==> src/sv/kcc_pkg.sv <==
// ----------------------------------------------------------------------------
// kcc_pkg
// Shared types and constants for the key click classifier.
// ----------------------------------------------------------------------------
package kcc_pkg;

	localparam int COUNT_WIDTH = 10;
	localparam int KEY_W       = 16;
	localparam int LIMIT_W     = 10;
	localparam int CFG_IDX_W   = 2;
	localparam int CFG_DATA_W  = 16;
	localparam int EVENT_W     = 2;
	localparam int PHASE_W     = 3;
	// compare width wide enough for both counter and limit registers
	localparam int CMP_W       = (COUNT_WIDTH > LIMIT_W) ? COUNT_WIDTH : LIMIT_W;

	localparam logic [COUNT_WIDTH-1:0] COUNT_MAX = {COUNT_WIDTH{1'b1}};

	// configuration register indexes
	localparam logic [CFG_IDX_W-1:0] REG_WATCHED_KEY   = 2'd0;
	localparam logic [CFG_IDX_W-1:0] REG_HOLD_LIMIT    = 2'd1;
	localparam logic [CFG_IDX_W-1:0] REG_DOUBLE_WINDOW = 2'd2;

	localparam logic [KEY_W-1:0]   RST_WATCHED_KEY   = 16'd0;
	localparam logic [LIMIT_W-1:0] RST_HOLD_LIMIT    = 10'd300;
	localparam logic [LIMIT_W-1:0] RST_DOUBLE_WINDOW = 10'd30;

	// phase codes
	localparam logic [PHASE_W-1:0] PH_UP       = 3'd0;
	localparam logic [PHASE_W-1:0] PH_DOWN     = 3'd1;
	localparam logic [PHASE_W-1:0] PH_HELD     = 3'd2;
	localparam logic [PHASE_W-1:0] PH_RELEASED = 3'd3;
	localparam logic [PHASE_W-1:0] PH_SINGLE   = 3'd4;
	localparam logic [PHASE_W-1:0] PH_DOUBLE   = 3'd5;
	localparam logic [PHASE_W-1:0] PH_LONG     = 3'd6;
	localparam logic [PHASE_W-1:0] PH_UNUSED   = 3'd7;

	// event codes
	localparam logic [EVENT_W-1:0] EV_NONE   = 2'd0;
	localparam logic [EVENT_W-1:0] EV_SINGLE = 2'd1;
	localparam logic [EVENT_W-1:0] EV_DOUBLE = 2'd2;
	localparam logic [EVENT_W-1:0] EV_LONG   = 2'd3;

	typedef struct packed {
		logic [KEY_W-1:0]   watched_key;
		logic [LIMIT_W-1:0] hold_limit;
		logic [LIMIT_W-1:0] double_window;
	} cfg_t;

endpackage

==> src/sv/kcc_key_if.sv <==
// ----------------------------------------------------------------------------
// kcc_key_if
// Valid/ready channel carrying one key word per scan tick.
// ----------------------------------------------------------------------------
interface kcc_key_if;
	logic                     valid;
	logic                     ready;
	logic [kcc_pkg::KEY_W-1:0] key_word;

	modport source (output valid, output key_word, input ready);
	modport sink   (input valid, input key_word, output ready);
endinterface

==> src/sv/kcc_evt_if.sv <==
// ----------------------------------------------------------------------------
// kcc_evt_if
// Valid/ready channel carrying the event and phase after each tick.
// ----------------------------------------------------------------------------
interface kcc_evt_if;
	logic                        valid;
	logic                        ready;
	logic [kcc_pkg::EVENT_W-1:0] press_event;
	logic [kcc_pkg::PHASE_W-1:0] press_state;

	modport source (output valid, output press_event, output press_state, input ready);
	modport sink   (input valid, input press_event, input press_state, output ready);
endinterface

==> src/sv/kcc_cfg_regs.sv <==
// ----------------------------------------------------------------------------
// kcc_cfg_regs
// Configuration registers: watched key, hold limit and double-click window.
// ----------------------------------------------------------------------------
module kcc_cfg_regs (
	input  logic                             clk,
	input  logic                             arst_n,
	input  logic                             cfg_wr_en,
	input  logic [kcc_pkg::CFG_IDX_W-1:0]    cfg_index,
	input  logic [kcc_pkg::CFG_DATA_W-1:0]   cfg_data,
	output kcc_pkg::cfg_t                    cfg
);
	import kcc_pkg::*;

	cfg_t cfg_q;

	always_ff @(posedge clk or negedge arst_n) begin
		if (!arst_n) begin
			cfg_q.watched_key   <= RST_WATCHED_KEY;
			cfg_q.hold_limit    <= RST_HOLD_LIMIT;
			cfg_q.double_window <= RST_DOUBLE_WINDOW;
		end else if (cfg_wr_en) begin
			case (cfg_index)
				REG_WATCHED_KEY:   cfg_q.watched_key   <= cfg_data[KEY_W-1:0];
				REG_HOLD_LIMIT:    cfg_q.hold_limit    <= cfg_data[LIMIT_W-1:0];
				REG_DOUBLE_WINDOW: cfg_q.double_window <= cfg_data[LIMIT_W-1:0];
				default: ;
			endcase
		end
	end

	assign cfg = cfg_q;

endmodule

==> src/sv/kcc_fsm.sv <==
// ----------------------------------------------------------------------------
// kcc_fsm
// Press classifier state machine with saturating tick counter and sticky event.
// ----------------------------------------------------------------------------
module kcc_fsm (
	input  logic                           clk,
	input  logic                           arst_n,
	input  logic                           step,
	input  logic [kcc_pkg::KEY_W-1:0]      key_word,
	input  kcc_pkg::cfg_t                  cfg,
	output logic [kcc_pkg::EVENT_W-1:0]    press_event,
	output logic [kcc_pkg::PHASE_W-1:0]    press_state
);
	import kcc_pkg::*;

	logic [PHASE_W-1:0]     phase_q, phase_d;
	logic [COUNT_WIDTH-1:0] count_q, count_d, count_inc;
	logic [EVENT_W-1:0]     event_q, event_d;
	logic                   pressed;
	logic                   below_hold;
	logic                   below_window;

	assign pressed   = (key_word == cfg.watched_key);
	assign count_inc = (count_q == COUNT_MAX) ? count_q : count_q + 1'b1;

	assign below_hold   = CMP_W'(count_inc) < CMP_W'(cfg.hold_limit);
	assign below_window = CMP_W'(count_inc) < CMP_W'(cfg.double_window);

	always_comb begin
		phase_d = phase_q;
		count_d = count_q;
		event_d = event_q;
		case (phase_q)
			PH_DOWN: begin
				phase_d = pressed ? PH_HELD : PH_UP;
			end
			PH_HELD: begin
				count_d = count_inc;
				if (below_hold) begin
					if (!pressed) begin
						count_d = '0;
						phase_d = PH_RELEASED;
					end
				end else begin
					count_d = '0;
					phase_d = PH_LONG;
				end
			end
			PH_RELEASED: begin
				count_d = count_inc;
				if (below_window) begin
					if (pressed) begin
						count_d = '0;
						phase_d = PH_DOUBLE;
					end
				end else begin
					count_d = '0;
					phase_d = PH_SINGLE;
				end
			end
			PH_SINGLE: begin
				event_d = EV_SINGLE;
				phase_d = PH_UP;
			end
			PH_DOUBLE: begin
				event_d = EV_DOUBLE;
				if (!pressed) phase_d = PH_UP;
			end
			PH_LONG: begin
				event_d = EV_LONG;
				if (!pressed) phase_d = PH_UP;
			end
			// up, and the unused code treated as up
			default: begin
				phase_d = pressed ? PH_DOWN : PH_UP;
			end
		endcase
	end

	always_ff @(posedge clk or negedge arst_n) begin
		if (!arst_n) begin
			phase_q <= PH_UP;
			count_q <= '0;
			event_q <= EV_NONE;
		end else if (step) begin
			phase_q <= phase_d;
			count_q <= count_d;
			event_q <= event_d;
		end
	end

	assign press_event = event_q;
	assign press_state = phase_q;

endmodule

==> src/sv/key_click_classifier_core.sv <==
// ----------------------------------------------------------------------------
// key_click_classifier_core
// Single, double and long press detector for one watched key code.
// An accepted key request passes the input register, then the state/result
// register, before its result is valid. Throughput: one request per cycle
// while output is not stalled. Async active-low reset returns the phase to up,
// clears count and event, and loads the config registers with their defaults.
// ----------------------------------------------------------------------------
module key_click_classifier_core (
	input  logic                             clk,
	input  logic                             arst_n,
	kcc_key_if.sink                          key,
	kcc_evt_if.source                        evt,
	input  logic                             cfg_wr_en,
	input  logic [kcc_pkg::CFG_IDX_W-1:0]    cfg_index,
	input  logic [kcc_pkg::CFG_DATA_W-1:0]   cfg_data
);
	import kcc_pkg::*;

	cfg_t             cfg;
	logic             valid_s1;
	logic [KEY_W-1:0] key_word_s1;
	logic             out_valid_q;
	logic             step;

	// stage 1 moves into the state/result register when the output slot frees up
	assign step      = valid_s1 && (!out_valid_q || evt.ready);
	assign key.ready = !valid_s1 || step;

	always_ff @(posedge clk or negedge arst_n) begin
		if (!arst_n) begin
			valid_s1 <= 1'b0;
		end else if (key.ready) begin
			valid_s1 <= key.valid;
		end
	end

	always_ff @(posedge clk) begin
		if (key.valid && key.ready) begin
			key_word_s1 <= key.key_word;
		end
	end

	always_ff @(posedge clk or negedge arst_n) begin
		if (!arst_n) begin
			out_valid_q <= 1'b0;
		end else if (step) begin
			out_valid_q <= 1'b1;
		end else if (evt.ready) begin
			out_valid_q <= 1'b0;
		end
	end

	kcc_cfg_regs u_cfg (
		.clk       (clk),
		.arst_n    (arst_n),
		.cfg_wr_en (cfg_wr_en),
		.cfg_index (cfg_index),
		.cfg_data  (cfg_data),
		.cfg       (cfg)
	);

	// state registers double as the result register: they only change on step
	kcc_fsm u_fsm (
		.clk         (clk),
		.arst_n      (arst_n),
		.step        (step),
		.key_word    (key_word_s1),
		.cfg         (cfg),
		.press_event (evt.press_event),
		.press_state (evt.press_state)
	);

	assign evt.valid = out_valid_q;

endmodule

==> src/flat_wrapper.sv <==
// flat-port wrapper written by rule: the top's interface ports become plain ports
module key_click_classifier_core_flat import kcc_pkg::*;
  (clk, arst_n, cfg_wr_en, cfg_index, cfg_data, key_valid, key_key_word, key_ready, evt_valid, evt_press_event, evt_press_state, evt_ready);
  kcc_key_if key_i ();
  kcc_evt_if evt_i ();
  input  logic clk;
  input  logic arst_n;
  input  logic cfg_wr_en;
  input  logic [kcc_pkg::CFG_IDX_W-1:0] cfg_index;
  input  logic [kcc_pkg::CFG_DATA_W-1:0] cfg_data;
  input wire logic [$bits(key_i.valid)-1:0] key_valid;
  input wire logic [$bits(key_i.key_word)-1:0] key_key_word;
  output wire logic [$bits(key_i.ready)-1:0] key_ready;
  output wire logic [$bits(evt_i.valid)-1:0] evt_valid;
  output wire logic [$bits(evt_i.press_event)-1:0] evt_press_event;
  output wire logic [$bits(evt_i.press_state)-1:0] evt_press_state;
  input wire logic [$bits(evt_i.ready)-1:0] evt_ready;
  assign key_i.valid = key_valid;
  assign key_i.key_word = key_key_word;
  assign key_ready = key_i.ready;
  assign evt_valid = evt_i.valid;
  assign evt_press_event = evt_i.press_event;
  assign evt_press_state = evt_i.press_state;
  assign evt_i.ready = evt_ready;
  key_click_classifier_core u_core (.clk(clk), .arst_n(arst_n), .key(key_i), .evt(evt_i), .cfg_wr_en(cfg_wr_en), .cfg_index(cfg_index), .cfg_data(cfg_data));
endmodule
==> config.mk <==
export PLATFORM = sky130hd
export DESIGN_NAME = key_click_classifier_core_flat
export DESIGN_NICKNAME = d
export VERILOG_FILES = /design/src/sv/kcc_pkg.sv /design/src/sv/kcc_key_if.sv /design/src/sv/kcc_evt_if.sv /design/src/sv/kcc_cfg_regs.sv /design/src/sv/kcc_fsm.sv /design/src/sv/key_click_classifier_core.sv /design/src/flat_wrapper.sv
export SDC_FILE = /design/constraint.sdc
export NUM_CORES = 1
export LEC_CHECK = 0
export BUFFER_PORTS_ARGS = -buffer_cell sky130_fd_sc_hd__buf_2
export CORE_MARGIN = 1.5
export CORE_UTILIZATION = 42
export DETAILED_ROUTE_END_ITERATION = 10
export SYNTH_ARGS = -nofsm -noshare
export SYNTH_HDL_FRONTEND = slang
export SYNTH_HIERARCHICAL = 1
export SYNTH_SLANG_ARGS = --single-unit
==> constraint.sdc <==
create_clock -name clk -period 5 [get_ports clk]
set_clock_uncertainty 0.15 [all_clocks]
set_input_delay 1 -clock clk [delete_from_list [all_inputs] [get_ports clk]]
set_output_delay 1 -clock clk [all_outputs]
set_load 0.005 [all_outputs]
==> results.toml <==
[timing]
tightest_slew_ps = 838.3
tns_ps = 0
drv_slew = 0
finalHoldViolCount = 0
fin_ws_ps = 915.0
max_freq_ghz = 0.2448
setup_viol = 0
rsz0062_at_grt = "false"
slew_headroom_pct = 44.05
period_share_pct = 81.70
timing.final.crit_period_ps = 4085

[global_routing]
grt_antenna_before_repair = 0
grt-ovfl-total = 0
grt_pass1_vias = 2463
grtUsageTotal_pct = 16.48
grt_pass1_wl_um = 12110
grt_max_degree = 54

[clock_network]
clockBufferDepth = 2
cts-root-buf = "clkbuf_8"
ctsHoldBuffers = 0
ctsHtreeMaxLevel = 3
cts-resized-gates = 0
numCtsBuffers = 9
clk_latency_ps = 340
post_cts_buffers = 0
clk_pin_slew_worst_paths_ps = 80
clock-sinks = 69
cts_tree = "done"

[drt]
drcViolationCount = 0
met2WireLength_um = 3379
viasPerCell = 5.277
wl_met1_um = 3452
final_antenna_net_count = 0
met3_length_um = 278
drt_iter0_drc = 104
wl_per_cell_um = 15.12
route.top_layer_used = "met4"
drt_pass1_iterations = 4
wl_um = 7214
vias = 2517

[final_layout]
syn_to_final_growth_pct = 14.99
diodes = 0
nets = 422
nFillCells = 813
final_cell_mix = "buf_2, dfrtp_1, mux2_2"
fin_util_pct = 49.25
fin_area_mm2 = 0.004253
drive_gt1_share_pct = 33.88

[yosys]
syn_area_mm2 = 0.003699
synth_cell_types = 57
synth_edf_count = 16
ys_warn_count = 6
synth-async-reset-ratio_pct = 76.81
syn_inst = 315
synth_top_area_share_pct = 30.45
synth_nets = 373
avgSynthCellArea_um2 = 11.74
synth_area_leaders = "dfrtp_1, edfxtp_1, mux2_2"
synth-seq-area-share_pct = 49.12
ys.flop_type = "dfrtp_1"
synth_top_area_cell = "dfrtp_1"
synth_seq_cells = 69

[critical_path]
crit_type = "reg2reg"
regToRegStartpoint = "u_core/u_fsm/count_q[0]$_DFFE_PN0P_"
worst_r2r_endpoint = "u_core/u_fsm/press_state[0]$_DFFE_PN0P_"
reg2reg_depth = 14
slowest_delay_ps = 500
cp_data_arrival_time_ps = 4220
critPathSlowestCell = "a2111oi_2"
critPathMaxFanout = 9
worstPathRequired_ps = 5130
cp-start-kind = "flop"
path_cells = "ha_1 -> nand3_1 -> nor3_1 -> nor2_1 -> and3_2 -> xnor2_1 -> inv_1 -> ha_1 -> nand3_1 -> a21boi_0 -> a2111oi_2 -> nand2_1 -> a2111oi_0 -> mux2_2"
rrSetupSlack_ps = 910
end_kind = "flop"

[floorplanning]
start_util_pct = 42.83
die_area_mm2 = 0.009378
core.rowCount = 34
core_mm2 = 0.008636
die-height_um = 96.84
ioPinCount = 46
fp.dieW_um = 96.84

[min_path]
hold_path_class = "reg2reg"
whs_endpoint = "u_core/u_cfg/cfg[8]$_DFFE_PN0P_"
min_path_cells = 1
hp-start = "u_core/u_cfg/cfg[8]$_DFFE_PN0P_"

[flow_run]
cap_violations = 0

[pwr]
p_seq_share_pct = 49.4
p_int_w = 0.001044
switching_share_pct = 25.08
powerDensity_mw_per_mm2 = 327.5
leakage_nw = 1.869
power.share.combinational_pct = 13.6
report.power.total_w = 0.001393
ir_drop_mv = 0.2560
pwr-share-clk_pct = 37.0
power_switching_w = 0.0003494

[placed_design]
postPlaceCellArea_mm2 = 0.004023
place_congestion = 0.8689
portBuffers = 45
hpwlAfterDp_um = 5318
pre_cts_ws_ps = 968.5

[run_status]
status = "finished clean"
==> registers in the layout, indices dropped and copies added, names as in the netlist <==
signal,flops
u_core/u_fsm/press_event,2
u_core/u_fsm/count_q,10
u_core/evt.valid,1
u_core/u_cfg/cfg,36
u_core/key_word_s1,16
u_core/u_fsm/press_state,3
u_core/valid_s1,1
==> cell usage after synthesis (2+ instances only) <==
| library cell | n |
|---|---|
| a2bb2oi_1 | 2 |
| nand2_1 | 26 |
| ha_1 | 19 |
| nand2b_1 | 4 |
| a31oi_1 | 2 |
| nand3b_1 | 4 |
| o21a_1 | 2 |
| dfrtp_1 | 45 |
| buf_2 | 2 |
| a2111oi_2 | 2 |
| o21ai_0 | 11 |
| and4_1 | 2 |
| xnor2_1 | 20 |
| o31ai_2 | 2 |
| inv_1 | 24 |
| dfstp_2 | 8 |
| a21oi_1 | 10 |
| and3_1 | 5 |
| and3_2 | 2 |
| mux2_2 | 39 |
| edfxtp_1 | 16 |
| nand3_1 | 10 |
| nor2b_1 | 2 |
| nor3_1 | 3 |
| clkbuf_1 | 5 |
| nor2_1 | 8 |
| nand4_1 | 8 |
| o211ai_1 | 3 |
==> kinds of logic after synthesis <==
logic type	after synthesis	share of synthesized area [%]
compound gates	48	9.844
xor+xnor	20	4.736
fa+ha+maj	19	6.428
buf+inv	32	3.620
flops	69	49.12
mux	41	12.55
simple gates	86	13.70
==> worst max-delay path, delay by kind of cell (launching register included) <==
family | cells | cell delay [ps]
DFF | 1 | 490
AOI/OAI and AO/OA | 3 | 1010
muxes | 1 | 220
adders and majority gates | 2 | 620
xor gates and xnor gates | 1 | 210
and+or+nand+nor | 6 | 1190
buffers and inverters | 1 | 120
==> power groups by stage <==
stage,clock (W),combinational [W],sequential (W)
after CTS,0.000534,0.000194,0.000689
after global placement,0,0.000189,0.000697
after global routing,0.000560,0.000213,0.000698
after detailed placement,0,0.000192,0.000700
final,0.000515,0.000190,0.000688
after floorplan,0,0.000138,0.000690
==> metrics by stage <==
stage	hold WS, ps	cells
after floorplan	329.4	315
after global placement	331.2	461
after detailed placement	344.6	461
after CTS	362.5	477
after global routing	376.2	477
final	361.0	477
==> per-layer routing <==
metal / vias up / GRT usage [%]
li1: 1241 / -
met1: 1224 / 21.94
met2: 43 / 25.87
met3: 9 / 4.841
met4: 0 / 5.351
met5: - / 0
==> worst max path at each step <==
stage,slack (ps),depth (start not counted),from,endpoint
2_1_floorplan,1390,13,u_core/u_fsm/count_q[0]$_DFFE_PN0P_,u_core/u_fsm/press_state[0]$_DFFE_PN0P_
3_3_place_gp,1110,13,u_core/u_fsm/count_q[0]$_DFFE_PN0P_,u_core/u_fsm/count_q[2]$_DFFE_PN0P_
3_5_place_dp,970,14,u_core/u_fsm/count_q[0]$_DFFE_PN0P_,u_core/u_fsm/press_state[0]$_DFFE_PN0P_
4_1_cts,940,14,u_core/u_fsm/count_q[0]$_DFFE_PN0P_,u_core/u_fsm/press_state[0]$_DFFE_PN0P_
5_1_grt,580,14,u_core/u_fsm/count_q[0]$_DFFE_PN0P_,u_core/u_fsm/count_q[2]$_DFFE_PN0P_
6_report,910,14,u_core/u_fsm/count_q[0]$_DFFE_PN0P_,u_core/u_fsm/press_state[0]$_DFFE_PN0P_
==> layout make-up <==
class	instances	area (um2)	area share (%)
Tap cell	108	135.1	3.177
Multi-Input combinational cell	214	1748	41.10
Clock buffer	9	123.9	2.913
Timing Repair Buffer	46	232.7	5.472
Clock inverter	7	106.4	2.501
Sequential cell	69	1817	42.72
Inverter	24	90.09	2.118
No activity file was read; power rests on OpenSTA's default activity.
